==> src/sv/acfp_pkg.sv <==
// ----------------------------------------------------------------------------
// acfp_pkg
// Shared types and constants of the ASCII CAN frame parser.
// ----------------------------------------------------------------------------
package acfp_pkg;

   localparam int MAX_DATA_BYTES_DEFAULT = 8;
   localparam int OUT_BYTES              = 8;

   localparam logic [30:0] PERIOD_MAX = 31'h7FFF_FFFF;

   localparam logic [7:0] CHAR_DOLLAR = 8'h24;
   localparam logic [7:0] CHAR_AT     = 8'h40;
   localparam logic [7:0] CHAR_SLASH  = 8'h2F;

   typedef struct packed {
      logic [7:0] character;
      logic       end_of_message;
   } req_payload_type;

   typedef struct packed {
      logic [31:0] frame_id;
      logic [3:0]  frame_length;
      logic [7:0]  data_byte0;
      logic [7:0]  data_byte1;
      logic [7:0]  data_byte2;
      logic [7:0]  data_byte3;
      logic [7:0]  data_byte4;
      logic [7:0]  data_byte5;
      logic [7:0]  data_byte6;
      logic [7:0]  data_byte7;
      logic [30:0] period_value;
      logic        parse_status;
   } rsp_payload_type;

endpackage

==> src/sv/acfp_stream_if.sv <==
// ----------------------------------------------------------------------------
// acfp_req_if / acfp_rsp_if
// Valid/ready channels for characters in and parsed frames out.
// ----------------------------------------------------------------------------
interface acfp_req_if import acfp_pkg::*; ();
   logic            valid;
   logic            ready;
   req_payload_type payload;

   modport source (output valid, output payload, input ready);
   modport sink   (input valid, input payload, output ready);
endinterface

interface acfp_rsp_if import acfp_pkg::*; ();
   logic            valid;
   logic            ready;
   rsp_payload_type payload;

   modport source (output valid, output payload, input ready);
   modport sink   (input valid, input payload, output ready);
endinterface

==> src/sv/ascii_can_frame_parser.sv <==
// ----------------------------------------------------------------------------
// ascii_can_frame_parser
// Parses '#ID$LEN@DATA/PERIOD' text, one character per request, into a frame.
// One character is taken every cycle unless the input stalls. A character
// is registered on entry, updates the field state in the following cycle,
// and on the character marked end_of_message the frame formed by the parse
// core is loaded into the result register. Input stalls only when a finished
// frame is still waiting in the result register and the next last character
// arrives. Data bytes past the eighth are parsed but not reported.
// ----------------------------------------------------------------------------
module ascii_can_frame_parser import acfp_pkg::*; #(
   parameter int MAX_DATA_BYTES = MAX_DATA_BYTES_DEFAULT
) (
   input  logic        clock,
   input  logic        reset,
   acfp_req_if.sink    req_if,
   acfp_rsp_if.source  rsp_if
);

   logic            item_valid;
   req_payload_type item;
   rsp_payload_type frame;
   logic            room;
   logic            advance;
   logic            load;

   assign advance = item_valid && (!item.end_of_message || room);
   assign load    = item_valid && item.end_of_message && room;

   acfp_req_stage u_req_stage (
      .clock      (clock),
      .reset      (reset),
      .req_if     (req_if),
      .advance    (advance),
      .item_valid (item_valid),
      .item       (item)
   );

   acfp_parse_core #(
      .MAX_DATA_BYTES (MAX_DATA_BYTES)
   ) u_parse_core (
      .clock  (clock),
      .reset  (reset),
      .enable (advance),
      .item   (item),
      .frame  (frame)
   );

   acfp_rsp_stage u_rsp_stage (
      .clock  (clock),
      .reset  (reset),
      .load   (load),
      .frame  (frame),
      .room   (room),
      .rsp_if (rsp_if)
   );

   a_stall_only_on_full: assert property (@(posedge clock) disable iff (reset)
      item_valid && !advance |-> item.end_of_message && rsp_if.valid && !rsp_if.ready)
      else $error("parse stage stalled without a full result register");

   a_empty_takes: assert property (@(posedge clock) disable iff (reset)
      !item_valid |-> req_if.ready)
      else $error("empty input register refused a request");

   a_load_shows: assert property (@(posedge clock) disable iff (reset)
      load |=> rsp_if.valid)
      else $error("loaded frame not presented");

   a_only_last_loads: assert property (@(posedge clock) disable iff (reset)
      load |-> advance)
      else $error("frame loaded without the core advancing");

endmodule

==> src/sv/acfp_req_stage.sv <==
// ----------------------------------------------------------------------------
// acfp_req_stage
// Input register: holds one request until the parse core takes it.
// ----------------------------------------------------------------------------
module acfp_req_stage import acfp_pkg::*; (
   input  logic             clock,
   input  logic             reset,
   acfp_req_if.sink         req_if,
   input  logic             advance,
   output logic             item_valid,
   output req_payload_type  item
);

   logic            valid_ff;
   logic            valid_in;
   req_payload_type item_ff;
   logic            take;

   assign req_if.ready = !valid_ff || advance;
   assign take         = req_if.valid && req_if.ready;

   always_comb begin
      valid_in = valid_ff;
      if (take) begin
         valid_in = 1'b1;
      end else if (advance) begin
         valid_in = 1'b0;
      end
   end

   always_ff @(posedge clock) begin
      if (reset) begin
         valid_ff <= 1'b0;
      end else begin
         valid_ff <= valid_in;
      end
   end

   always_ff @(posedge clock) begin
      if (take) begin
         item_ff <= req_if.payload;
      end
   end

   assign item_valid = valid_ff;
   assign item       = item_ff;

endmodule

==> src/sv/acfp_parse_core.sv <==
// ----------------------------------------------------------------------------
// acfp_parse_core
// Field state machine and accumulators; forms the frame on the last character.
// ----------------------------------------------------------------------------
module acfp_parse_core import acfp_pkg::*; #(
   parameter int MAX_DATA_BYTES = MAX_DATA_BYTES_DEFAULT
) (
   input  logic             clock,
   input  logic             reset,
   input  logic             enable,
   input  req_payload_type  item,
   output rsp_payload_type  frame
);

   localparam int LEN_W    = $clog2(MAX_DATA_BYTES + 1);
   localparam int STORE_D  = (MAX_DATA_BYTES < OUT_BYTES) ? MAX_DATA_BYTES : OUT_BYTES;
   localparam logic [LEN_W-1:0] LEN_MAX = LEN_W'(MAX_DATA_BYTES);

   localparam logic [2:0] PH_HASH      = 3'd0;
   localparam logic [2:0] PH_ID        = 3'd1;
   localparam logic [2:0] PH_SEEK_LEN  = 3'd2;
   localparam logic [2:0] PH_LEN       = 3'd3;
   localparam logic [2:0] PH_SEEK_DATA = 3'd4;
   localparam logic [2:0] PH_DATA      = 3'd5;
   localparam logic [2:0] PH_SEEK_PER  = 3'd6;
   localparam logic [2:0] PH_PER       = 3'd7;

   localparam int SEP_DOLLAR = 0;
   localparam int SEP_AT     = 1;
   localparam int SEP_SLASH  = 2;

   logic [2:0]       phase_ff,      phase_in;
   logic [31:0]      id_ff,         id_in;
   logic [LEN_W-1:0] len_ff,        len_in;
   logic [7:0]       store_ff [STORE_D];
   logic [7:0]       store_in [STORE_D];
   logic [LEN_W-1:0] pos_ff,        pos_in;
   logic             pending_ff,    pending_in;
   logic [3:0]       hi_ff,         hi_in;
   logic             first_ok_ff,   first_ok_in;
   logic [30:0]      period_ff,     period_in;
   logic             per_end_ff,    per_end_in;
   logic [2:0]       seen_ff,       seen_in;

   logic [7:0]       c;
   logic             hex_ok;
   logic [3:0]       hex_val;
   logic             dec_ok;
   logic [LEN_W+3:0] len_mul;
   logic [34:0]      per_mul;
   logic [7:0]       pair_byte;
   logic [LEN_W-1:0] pos_inc;
   logic [7:0]       bytes_out [OUT_BYTES];

   assign c = item.character;

   always_comb begin
      hex_ok  = 1'b1;
      hex_val = 4'd0;
      if (c >= 8'h30 && c <= 8'h39) begin
         hex_val = c[3:0];
      end else if ((c >= 8'h61 && c <= 8'h66) || (c >= 8'h41 && c <= 8'h46)) begin
         hex_val = c[3:0] + 4'd9;
      end else begin
         hex_ok = 1'b0;
      end
   end

   assign dec_ok  = (c >= 8'h30) && (c <= 8'h39);
   assign len_mul = ({4'd0, len_ff} << 3) + ({4'd0, len_ff} << 1) + (LEN_W+4)'(c[3:0]);
   assign per_mul = ({4'd0, period_ff} << 3) + ({4'd0, period_ff} << 1) + 35'(c[3:0]);
   assign pos_inc = pos_ff + LEN_W'(1);

   always_comb begin
      pair_byte = 8'd0;
      if (first_ok_ff) begin
         pair_byte = hex_ok ? {hi_ff, hex_val} : {4'd0, hi_ff};
      end
   end

   always_comb begin
      phase_in    = phase_ff;
      id_in       = id_ff;
      len_in      = len_ff;
      store_in    = store_ff;
      pos_in      = pos_ff;
      pending_in  = pending_ff;
      hi_in       = hi_ff;
      first_ok_in = first_ok_ff;
      period_in   = period_ff;
      per_end_in  = per_end_ff;
      seen_in     = seen_ff;

      unique case (phase_ff)
         PH_HASH: begin
            phase_in = PH_ID;
         end
         PH_ID, PH_SEEK_LEN: begin
            if (phase_ff == PH_ID && hex_ok) begin
               id_in = {id_ff[27:0], hex_val};
            end else if (c == CHAR_DOLLAR) begin
               seen_in[SEP_DOLLAR] = 1'b1;
               phase_in            = PH_LEN;
            end else begin
               phase_in = PH_SEEK_LEN;
            end
         end
         PH_LEN, PH_SEEK_DATA: begin
            if (phase_ff == PH_LEN && dec_ok) begin
               len_in = (len_mul > (LEN_W+4)'(MAX_DATA_BYTES)) ? LEN_MAX : len_mul[LEN_W-1:0];
            end else if (c == CHAR_AT) begin
               seen_in[SEP_AT] = 1'b1;
               pos_in          = '0;
               pending_in      = 1'b0;
               hi_in           = 4'd0;
               first_ok_in     = 1'b0;
               phase_in        = (len_ff == '0) ? PH_SEEK_PER : PH_DATA;
            end else begin
               phase_in = PH_SEEK_DATA;
            end
         end
         PH_DATA: begin
            if (c == CHAR_SLASH) begin
               seen_in[SEP_SLASH] = 1'b1;
               phase_in           = PH_PER;
            end else if (!pending_ff) begin
               first_ok_in = hex_ok;
               hi_in       = hex_ok ? hex_val : 4'd0;
               pending_in  = 1'b1;
            end else begin
               for (int i = 0; i < STORE_D; i++) begin
                  if (pos_ff == LEN_W'(i)) begin
                     store_in[i] = pair_byte;
                  end
               end
               pos_in      = pos_inc;
               pending_in  = 1'b0;
               hi_in       = 4'd0;
               first_ok_in = 1'b0;
               if (pos_inc >= len_ff) begin
                  phase_in = PH_SEEK_PER;
               end
            end
         end
         PH_SEEK_PER: begin
            if (c == CHAR_SLASH) begin
               seen_in[SEP_SLASH] = 1'b1;
               phase_in           = PH_PER;
            end
         end
         default: begin
            if (!per_end_ff) begin
               if (dec_ok) begin
                  period_in = (per_mul > 35'(PERIOD_MAX)) ? PERIOD_MAX : per_mul[30:0];
               end else begin
                  per_end_in = 1'b1;
               end
            end
         end
      endcase
   end

   always_comb begin
      for (int i = 0; i < OUT_BYTES; i++) begin
         bytes_out[i] = 8'd0;
      end
      for (int i = 0; i < STORE_D; i++) begin
         bytes_out[i] = store_in[i];
      end
   end

   always_comb begin
      frame.frame_id     = id_in;
      frame.frame_length = 4'(len_in);
      frame.data_byte0   = bytes_out[0];
      frame.data_byte1   = bytes_out[1];
      frame.data_byte2   = bytes_out[2];
      frame.data_byte3   = bytes_out[3];
      frame.data_byte4   = bytes_out[4];
      frame.data_byte5   = bytes_out[5];
      frame.data_byte6   = bytes_out[6];
      frame.data_byte7   = bytes_out[7];
      frame.period_value = period_in;
      frame.parse_status = !(&seen_in);
   end

   // Clear everything after the last character of a message.
   always_ff @(posedge clock) begin
      if (reset || (enable && item.end_of_message)) begin
         phase_ff    <= PH_HASH;
         id_ff       <= '0;
         len_ff      <= '0;
         pos_ff      <= '0;
         pending_ff  <= 1'b0;
         hi_ff       <= 4'd0;
         first_ok_ff <= 1'b0;
         period_ff   <= '0;
         per_end_ff  <= 1'b0;
         seen_ff     <= '0;
         for (int i = 0; i < STORE_D; i++) begin
            store_ff[i] <= 8'd0;
         end
      end else if (enable) begin
         phase_ff    <= phase_in;
         id_ff       <= id_in;
         len_ff      <= len_in;
         pos_ff      <= pos_in;
         pending_ff  <= pending_in;
         hi_ff       <= hi_in;
         first_ok_ff <= first_ok_in;
         period_ff   <= period_in;
         per_end_ff  <= per_end_in;
         seen_ff     <= seen_in;
         store_ff    <= store_in;
      end
   end

endmodule

==> src/sv/acfp_rsp_stage.sv <==
// ----------------------------------------------------------------------------
// acfp_rsp_stage
// Result register: holds one frame until the consumer takes it.
// ----------------------------------------------------------------------------
module acfp_rsp_stage import acfp_pkg::*; (
   input  logic             clock,
   input  logic             reset,
   input  logic             load,
   input  rsp_payload_type  frame,
   output logic             room,
   acfp_rsp_if.source       rsp_if
);

   logic            valid_ff;
   logic            valid_in;
   rsp_payload_type frame_ff;

   assign room = !valid_ff || rsp_if.ready;

   always_comb begin
      valid_in = valid_ff;
      if (load) begin
         valid_in = 1'b1;
      end else if (rsp_if.ready) begin
         valid_in = 1'b0;
      end
   end

   always_ff @(posedge clock) begin
      if (reset) begin
         valid_ff <= 1'b0;
      end else begin
         valid_ff <= valid_in;
      end
   end

   always_ff @(posedge clock) begin
      if (load) begin
         frame_ff <= frame;
      end
   end

   assign rsp_if.valid   = valid_ff;
   assign rsp_if.payload = frame_ff;

endmodule

==> src/flat_wrapper.sv <==
// flat-port wrapper written by rule: the top's interface ports become plain ports
module ascii_can_frame_parser_flat import acfp_pkg::*;
#(
   parameter int MAX_DATA_BYTES = MAX_DATA_BYTES_DEFAULT
)
  (clock, reset, req_if_valid, req_if_payload, req_if_ready, rsp_if_valid, rsp_if_payload, rsp_if_ready);
  acfp_req_if req_if_i ();
  acfp_rsp_if rsp_if_i ();
  input  logic clock;
  input  logic reset;
  input wire logic [$bits(req_if_i.valid)-1:0] req_if_valid;
  input wire logic [$bits(req_if_i.payload)-1:0] req_if_payload;
  output wire logic [$bits(req_if_i.ready)-1:0] req_if_ready;
  output wire logic [$bits(rsp_if_i.valid)-1:0] rsp_if_valid;
  output wire logic [$bits(rsp_if_i.payload)-1:0] rsp_if_payload;
  input wire logic [$bits(rsp_if_i.ready)-1:0] rsp_if_ready;
  assign req_if_i.valid = req_if_valid;
  assign req_if_i.payload = req_if_payload;
  assign req_if_ready = req_if_i.ready;
  assign rsp_if_valid = rsp_if_i.valid;
  assign rsp_if_payload = rsp_if_i.payload;
  assign rsp_if_i.ready = rsp_if_ready;
  ascii_can_frame_parser #(.MAX_DATA_BYTES(MAX_DATA_BYTES)) u_core (.clock(clock), .reset(reset), .req_if(req_if_i), .rsp_if(rsp_if_i));
endmodule
==> config.mk <==
export PLATFORM = sky130hd
export DESIGN_NAME = ascii_can_frame_parser_flat
export DESIGN_NICKNAME = d
export VERILOG_FILES = /design/src/sv/acfp_pkg.sv /design/src/sv/acfp_stream_if.sv /design/src/sv/ascii_can_frame_parser.sv /design/src/sv/acfp_req_stage.sv /design/src/sv/acfp_parse_core.sv /design/src/sv/acfp_rsp_stage.sv /design/src/flat_wrapper.sv
export SDC_FILE = /design/constraint.sdc
export NUM_CORES = 1
export LEC_CHECK = 0
export BUFFER_PORTS_ARGS = -buffer_cell sky130_fd_sc_hd__buf_2
export CAP_MARGIN = 15
export CORE_MARGIN = 2
export CORE_UTILIZATION = 41
export DETAILED_ROUTE_END_ITERATION = 8
export SLEW_MARGIN = 25
export SYNTH_ARGS = -nofsm -noshare
export SYNTH_HDL_FRONTEND = slang
export SYNTH_SLANG_ARGS = --single-unit
==> constraint.sdc <==
create_clock -name clock -period 9.5 [get_ports clock]
set_input_delay 1.9 -clock clock [delete_from_list [all_inputs] [get_ports clock]]
set_output_delay 1.9 -clock clock [all_outputs]
set_load 0.02 [all_outputs]
Yosys cells after proc, flatten, opt, wreduce, memory -nomap -nowiden
Index checks and enable logic that the tools add are counted.

operators by class
  add/sub/neg operators = 6
  reduce and logical (&&, ||, !) cells = 35
  multiplexer cells = 67
  equal/unequal tests = 24
  bitwise operators = 1
  magnitude comparators = 9

operators with widths
  operator              count
  $mux 64               3
  $mux 31               4
  $mux 8                10
  $mux 32               2
  $mux 4                12
  $add 34x32->35        1
  $add 35x4->35         1
  $gt 35x31->1 const B  1
  $mux 1                23
  $mux 3                6
  $eq 4x3->1 const B    4
  $eq 8x6->1 const B    2
  $ge 8x7->1 const B    2
  $le 8x7->1 const B    2
  $pmux 4 s2            2
  $pmux 3 s5            1
  $ne 2x2->1 const B    6
  $logic_and 1x1->1     10
  $eq 3x3->1 const B    3
  $add 7x5->8           1
  $add 8x4->8           1
  $eq 4x2->1 const B    2
  $eq 8x7->1 const B    1
  $ge 8x6->1 const B    1
  25 further kinds      41

storage, ports and cells
  word-level logic and storage cells = 176
  flip-flop bits (word level) = 291
  output and inout bits = 134
  input port bits = 13

Longest topological paths before layout
Gate-level depths: netlist of run 1.

  word-level depth = 11
  mapped depth = 14
  gate-level depth less buffers = 12

Hierarchy
Synthesis of run 1 repeated with hierarchy kept, for this count alone.

unflattened totals
  cells, all modules = 1439
  area, all modules = 14423.8 µm²

by module, submodules not included
  module                  area each (µm²)  cells an instance  instances
  acfp_parse_core         10069.7          1286               1
  acfp_rsp_stage          4010.1           136                1
  acfp_req_stage          325.3            14                 1
  ascii_can_frame_parser  18.8             3                  1

Worst setup path after synthesis of run 1
No wires, ideal clock.

  kind = input port to flip-flop
  start point = input port rsp_if_ready
  end point = register u_core.u_parse_core.store_ff[29] (netlist bit)
  data required time = 9372 ps
  slack = 350 ps
  stages on the path = 7
  path buffers = 3
  library setup time = 128 ps
  arrival = 9023 ps
  path through = nor2b_1 > nor2_1 > or2_2 > clkbuf_1 > clkbuf_1 > clkbuf_1 > nor2_1

on the way
  word-level cells in the longest chain between the ends = 5

ends and longest elaborated chain
  element               RTL line                      text
  from (decl)           flat_wrapper.sv:16            input wire logic [$bits(rsp_if_i.ready)-1:0] rsp_if_ready;
  $logic_or 1x1->1 *    acfp_rsp_stage.sv:18          assign room = !valid_ff || rsp_if.ready;
  $logic_or 1x1->1 *    ascii_can_frame_parser.sv:27  assign advance = item_valid && (!item.end_of_message || room);
  $logic_and 1x1->1 *   ascii_can_frame_parser.sv:27
  $logic_and 1x1->1     acfp_parse_core.sv:189        if (reset || (enable && item.end_of_message)) begin
  $logic_or 1x1->1      acfp_parse_core.sv:189
  to (signal assigned)  acfp_parse_core.sv:214        store_ff <= store_in;
  to (decl)             acfp_parse_core.sv:35         logic [7:0] store_ff [STORE_D];

Mark *: on every way between the ends. The rest lies on a longest branch, timed or not.
A chain may end at the register's enable or synchronous reset.

Final worst setup path of run 1
  start point = input port rsp_if_ready
  end point = output port req_if_ready

on the way
  word-level cells in the longest chain between the ends = 4

ends and longest elaborated chain
  element            RTL line                      text
  $logic_or 1x1->1   acfp_rsp_stage.sv:18
  $logic_or 1x1->1   ascii_can_frame_parser.sv:27
  $logic_and 1x1->1  ascii_can_frame_parser.sv:27
  $logic_or 1x1->1   acfp_req_stage.sv:19          assign req_if.ready = !valid_ff || advance;
  to (decl)          flat_wrapper.sv:13            output wire logic [$bits(req_if_i.ready)-1:0] req_if_ready;

Every way passes these cells.

==> results of run 1 <==
stage by stage:
| step | cell area, µm² | setup WS (ns) |
|---|---|---|
| 3_3_place_gp | 14900 | 4.94 |
| 5_1_grt | 16100 | 4.80 |
| 2_1_floorplan | 13900 | 0.350 |
| 6_report | 16100 | 4.88 |
| 4_1_cts | 16000 | 4.87 |
| 3_5_place_dp | 14900 | 4.89 |
worst max-delay path: cells and delay by family:
| family | cells | cell delay, ns |
|---|---|---|
| buffers and inverters | 2 | 0.28 |
| AND/OR/NAND/NOR | 2 | 0.53 |
layout make-up:
class | count | area share (%)
Sequential cell | 291 | 45.0
Multi-Input combinational cell | 1029 | 38.6
Clock inverter | 18 | 1.19
Inverter | 24 | 0.561
Tap cell | 448 | 3.49
Timing Repair Buffer | 157 | 5.31
Clock buffer | 44 | 5.78
report_power, final:
group / total [W] / switching (W) / internal [W]
registers: 0.00135 / 0.0000148 / 0.00134
logic: 0.000118 / 0.0000804 / 0.0000377
clock network: 0.00129 / 0.000529 / 0.000759
total: 0.00276 / 0.000624 / 0.00214
sequential cells by signal, summed over array words and instances, names as in the netlist:
register	cells
u_core.u_parse_core.len_ff	4
u_core.u_parse_core.per_end_ff	1
u_core.u_req_stage.item_valid	1
u_core.u_parse_core.period_ff	31
u_core.u_parse_core.id_ff	32
u_core.u_parse_core.pending_ff	1
u_core.u_parse_core.first_ok_ff	1
u_core.u_parse_core.hi_ff	4
u_core.u_parse_core.phase_ff	3
u_core.u_rsp_stage.rsp_if.valid	1
u_core.u_rsp_stage.rsp_if.payload	132
u_core.u_req_stage.item	9
u_core.u_parse_core.store_ff	64
u_core.u_parse_core.pos_ff	4
u_core.u_parse_core.seen_ff	3
Yosys cell counts, types with 8 or more instances:
library cell | count | area share, %
edfxtp_1 | 141 | 31
nand2_1 | 131 | 3.5
dfxtp_1 | 150 | 22
xnor2_1 | 18 | 1.1
mux2_2 | 31 | 2.5
xor2_1 | 15 | 0.95
a21oi_1 | 142 | 5.1
inv_1 | 24 | 0.65
nand3_1 | 22 | 0.79
a21o_1 | 17 | 0.92
clkbuf_1 | 70 | 1.9
buf_2 | 12 | 0.43
mux2i_1 | 19 | 1.4
nor2_1 | 239 | 6.5
o211ai_1 | 8 | 0.43
nand2b_1 | 9 | 0.41
ha_1 | 80 | 7.2
nor3_1 | 42 | 1.5
a31oi_1 | 39 | 1.8
o21ai_0 | 118 | 4.3
and2_1 | 9 | 0.41
layer usage:
metal | global-route usage, % | up-vias
met2 | 30.7 | 226
met3 | 2.92 | 43
li1 | - | 5320
met4 | 5.18 | 0
met5 | 0 | -
met1 | 24.9 | 4939
cells by family (layout without fill, tap and decap cells):
group | after synthesis | count (layout) | share of synthesized area [%]
AO/OA/AOI/OAI | 369 | 369 | 15.1
buffers and inverters | 113 | 243 | 3.36
flip-flops | 291 | 291 | 52.2
multiplexers | 51 | 51 | 3.97
adder cells (fa/ha/maj) | 84 | 84 | 7.80
XOR/XNOR | 33 | 33 | 2.08
AND/OR/NAND/NOR | 492 | 492 | 15.5
worst min path at each step:
stage,endpoint,slack (ns),cells past startpoint
floorplan,u_core.u_parse_core.seen_ff[2],0.43,2
global placement,u_core.u_parse_core.id_ff[31],0.44,2
detailed placement,u_core.u_parse_core.id_ff[31],0.44,2
CTS,u_core.u_parse_core.id_ff[31],0.45,2
global route,u_core.u_parse_core.id_ff[3],0.50,2
finish,u_core.u_parse_core.id_ff[31],0.45,2
==> metrics, run 1 <==
core region area 33400 µm²; initial antenna violation count 0; Syn Inst Count 1433; cts bufs inserted 34; post-CTS setup buffer count 0; Post-synth top flop dfxtp_1; Post-CTS Hold Fix Bufs 0; # placed instances 1947; First-pass DRT Iterations 5; # IOs 147; final hold slack 0.452 ns; routed wire length 32.7 mm; die area 35300 µm²; mapped cell area 13900 µm²; layout cell share with drive strength beyond 1 16.3%; Final Hold Vio Count 0; Synth Warn # 0; critical path launch point type input port; drt drc 0; Data arrival, critical path 2.72 ns; Die Wd 188 µm; Initial DRC Count 598; CTS root buffer clkbuf_16; CTS tree built; Antenna Cells 0; Critical Path Sink req_if_ready; post-cts resize count 0; total chip power 0.00276 W; H-tree depth 2; multi-input gate area in the final layout 6210 µm²; Worst IR Drop VDD 0.106 mV; clock buffer depth 3; critical path type input port to output port; Hold Path Origin u_core.u_parse_core.id_ff[31]; run status completed; Clock Latency Late Sink 0.53 ns; Tcrit/Tclk final 48.6%; commonest non-fill, non-tap cell in the layout nor2_1; Worst R2R End u_core.u_rsp_stage.rsp_if.payload[8]; Synthesized Nets 1530; FF+latch area 7240 µm²; grt ovf 0; FMAX 216 MHz; vias in the first global route 9983; non-filler cells, final 2011; metal2 WL 15.4 mm; setup violators final 0; vias 10528; Post-synth EDFFs 141; Tightest Pin Transition 1.02 ns; first-pass GRT wire length 52.8 mm; crit path capture type output port; Period minus WS final 4.62 ns; Final Util 48.0%; Slew Viols, Final 0; Synth-to-Final Area Change 15.9%; reg-to-reg setup timing slack 5.35 ns; sum of negative setup slack 0 ns; Avg Cell Area, Syn 9.67 µm²; Leak 6.27 nW; met1 wire length 15.1 mm; via/cell ratio 5.24; largest net degree at the start of global routing 74; maximum fanout along the worst path 5; met3 WL 1.59 mm; gpl congestion 0.892; DR WL/cell 16.3 µm; Seq/Total Area, Yosys 52.2%; Die H 188 µm; Final Skew 0.0256 ns; Critical Path Most Common Cell buf_2; RSZ-0062 raised after global routing false; Slowest cell on crit path nor2b_1; Power per Cell Area 172 nW/µm²; clk sink count 291; # fillers 3198; cells along the critical path buf_2, nor2b_1, nand3_1, buf_2; Worst path max stage delay 0.38 ns; port buffer count 146; Synth async-reset ratio 0%; R2R depth 11; Reg2Reg Launch Point u_core.u_req_stage.item[4]; number of synthesized register bits 291; FP Rows 67; slew margin rel. 31.5%; worst setup path start rsp_if_ready; Nets 1634; Starting Density 41.4%; Hold Crit Class flip-flop to flip-flop; highest routed layer met4; DP HPWL 21.9 mm; # Max-Cap Violations 0; Crit path required time 7.60 ns; commonest cells after routing, fill and taps aside nor2_1 (236), dfxtp_1 (150), buf_2 (146); Total Routing Usage GR 18.4%; library cells used by synthesis 63; clk slew on worst S/H paths 0.06 ns; Antenna Nets Post-Route 0
Power figures use the tool's default switching activity.
==> inputs of run 2 (changes only) <==
==> constraint.sdc (replaced) <==
create_clock -name clock -period 4.8 [get_ports clock]
set_input_delay 0.96 -clock clock [delete_from_list [all_inputs] [get_ports clock]]
set_output_delay 0.96 -clock clock [all_outputs]
set_load 0.02 [all_outputs]
==> metrics, run 2 (synthesis results as in run 1) <==
RSZ-0062 raised after global routing false; Hold Crit Class flip-flop to flip-flop; setup violators final 0 (unchanged); die area 35300 µm² (unchanged); FP Rows 67 (unchanged); # fillers 3162 (-1.1%); Final Hold Vio Count 0 (unchanged); layout cell share with drive strength beyond 1 16.0% (-0.31 points); cts bufs inserted 31 (-8.8%); CTS tree built; Period minus WS final 3.94 ns; Final Skew 0.0129 ns (-0.0127 ns); Die Wd 188 µm (unchanged); Antenna Cells 0 (unchanged); Worst path max stage delay 0.51 ns (+0.13 ns); port buffer count 146 (unchanged); Clock Latency Late Sink 0.56 ns (+0.03 ns); delay-heaviest family, CP compound AO/OA/AOI/OAI gates; via/cell ratio 5.32 (+1.7%); critical path launch point type flip-flop; DR WL/cell 16.5 µm (+1.2%); Final Util 47.8% (-0.27 points); Die H 188 µm (unchanged); gpl congestion 0.839 (-6.0%); worst path buffer plus inverter count 2 (unchanged); cells along the critical path inv_1, fa_1, fa_1, nor2b_1, o2111ai_1, a21oi_1, a21oi_1, a211o_1, o221ai_2, and4b_1, buf_12, a21oi_1; vias in the first global route 10068 (+0.85%); Synth-to-Final Area Change 15.3%; First-pass DRT Iterations 5 (unchanged); initial antenna violation count 1 (+1); FMAX 254 MHz; largest net degree at the start of global routing 69 (-6.8%); crit path capture type flip-flop; clock buffer depth 3 (unchanged); routed wire length 33.1 mm (+1.2%); sum of negative setup slack 0 ns (unchanged); grt ovf 0 (unchanged); Slew Viols, Final 0 (unchanged); Tightest Pin Transition 0.964 ns (-0.0563 ns); Post-CTS Hold Fix Bufs 0 (unchanged); first-pass GRT wire length 53.5 mm (+1.3%); slew margin rel. 35.3% (+3.8 points); commonest non-fill, non-tap cell in the layout nor2_1; post-cts resize count 0 (unchanged); Critical Path Most Common Cell a21oi_1; number of flip-flops under the largest register name 132 (unchanged); commonest cells after routing, fill and taps aside nor2_1 (237), dfxtp_1 (150), buf_2 (146); Data arrival, critical path 4.37 ns (+1.65 ns); core region area 33400 µm² (unchanged); drt drc 0 (unchanged); DP HPWL 22.1 mm (+0.85%); Leak 6.23 nW (-0.64%); run status completed; Worst IR Drop VDD 0.279 mV (+160%); critical path type flip-flop to flip-flop; Tcrit/Tclk final 82.1%; # IOs 147 (unchanged); # Max-Cap Violations 0 (unchanged); Starting Density 41.4% (unchanged); H-tree depth 1 (-1); maximum fanout along the worst path 23 (+18); clk sink count 291 (unchanged); Crit path required time 5.23 ns (-2.37 ns); Initial DRC Count 720 (+20%); Power per Cell Area 332 nW/µm² (+94%); Total Routing Usage GR 18.5% (+0.080 points); clk slew on worst S/H paths 0.06 ns (about the same); Slowest cell on crit path and4b_1; post-CTS setup buffer count 0 (unchanged); Antenna Nets Post-Route 0 (unchanged); Nets 1634 (unchanged); vias 10699 (+1.6%); CTS root buffer clkbuf_16
## run 2: worst paths after layout
check / from / to / slack (ns) / cells after the start
max: u_core.u_req_stage.item[4] / u_core.u_parse_core.period_ff[7] / 0.86 / 12
min: u_core.u_parse_core.id_ff[31] / u_core.u_parse_core.id_ff[31] / 0.46 / 2
max reg2reg: u_core.u_req_stage.item[4] / u_core.u_parse_core.period_ff[7] / 0.86 / 12
min reg2reg: u_core.u_parse_core.id_ff[31] / u_core.u_parse_core.id_ff[31] / 0.46 / 2
## run 2: metrics by stage
stage	hold WS [ns]	cell area, µm²	total power [W]	worst slack (ns)	instances
3_3_place_gp	0.439	14900	0.00297	0.963	1951
5_1_grt	0.499	16000	0.00549	0.578	2010
6_report	0.462	16000	0.00531	0.857	2010
2_1_floorplan	0.432	13900	0.00289	0.468	1433
3_5_place_dp	0.450	14900	0.00297	0.868	1951
4_1_cts	0.460	15900	0.00537	0.852	2009
## run 2: final cells by class
| type | instances | area, µm² | share of cell area (%) |
|---|---|---|---|
| well taps | 448 | 561 | 3.51 |
| clock buffers | 39 | 806 | 5.04 |
| multi-input cells | 1029 | 6200 | 38.8 |
| inverters | 24 | 90.1 | 0.564 |
| clock inverters | 19 | 206 | 1.29 |
| repair buffers | 160 | 881 | 5.51 |
| flip-flops and latches | 291 | 7240 | 45.3 |
## run 2: worst reg2reg max path, delay by kind of cell (launching register included)
kind / cells / cell delay, ns
compound gates: 6 / 1.29
fa+ha+maj: 2 / 0.96
simple gates: 2 / 0.67
flops: 1 / 0.46
buf+inv: 2 / 0.44
## run 2: per-layer routing
layer	part of all wire [%]	GRT usage [%]	vias up
met4	2.4	5.42	0
met2	46	30.3	251
met5	0	0	-
met1	47	25.5	5096
met3	4.9	2.68	49
li1	-	-	5303
## run 2: where the power goes
part	total, W	internal, W	switching, W
Combinational	0.000235	0.0000750	0.000160
Sequential	0.00268	0.00265	0.0000297
Clock	0.00239	0.00140	0.000991
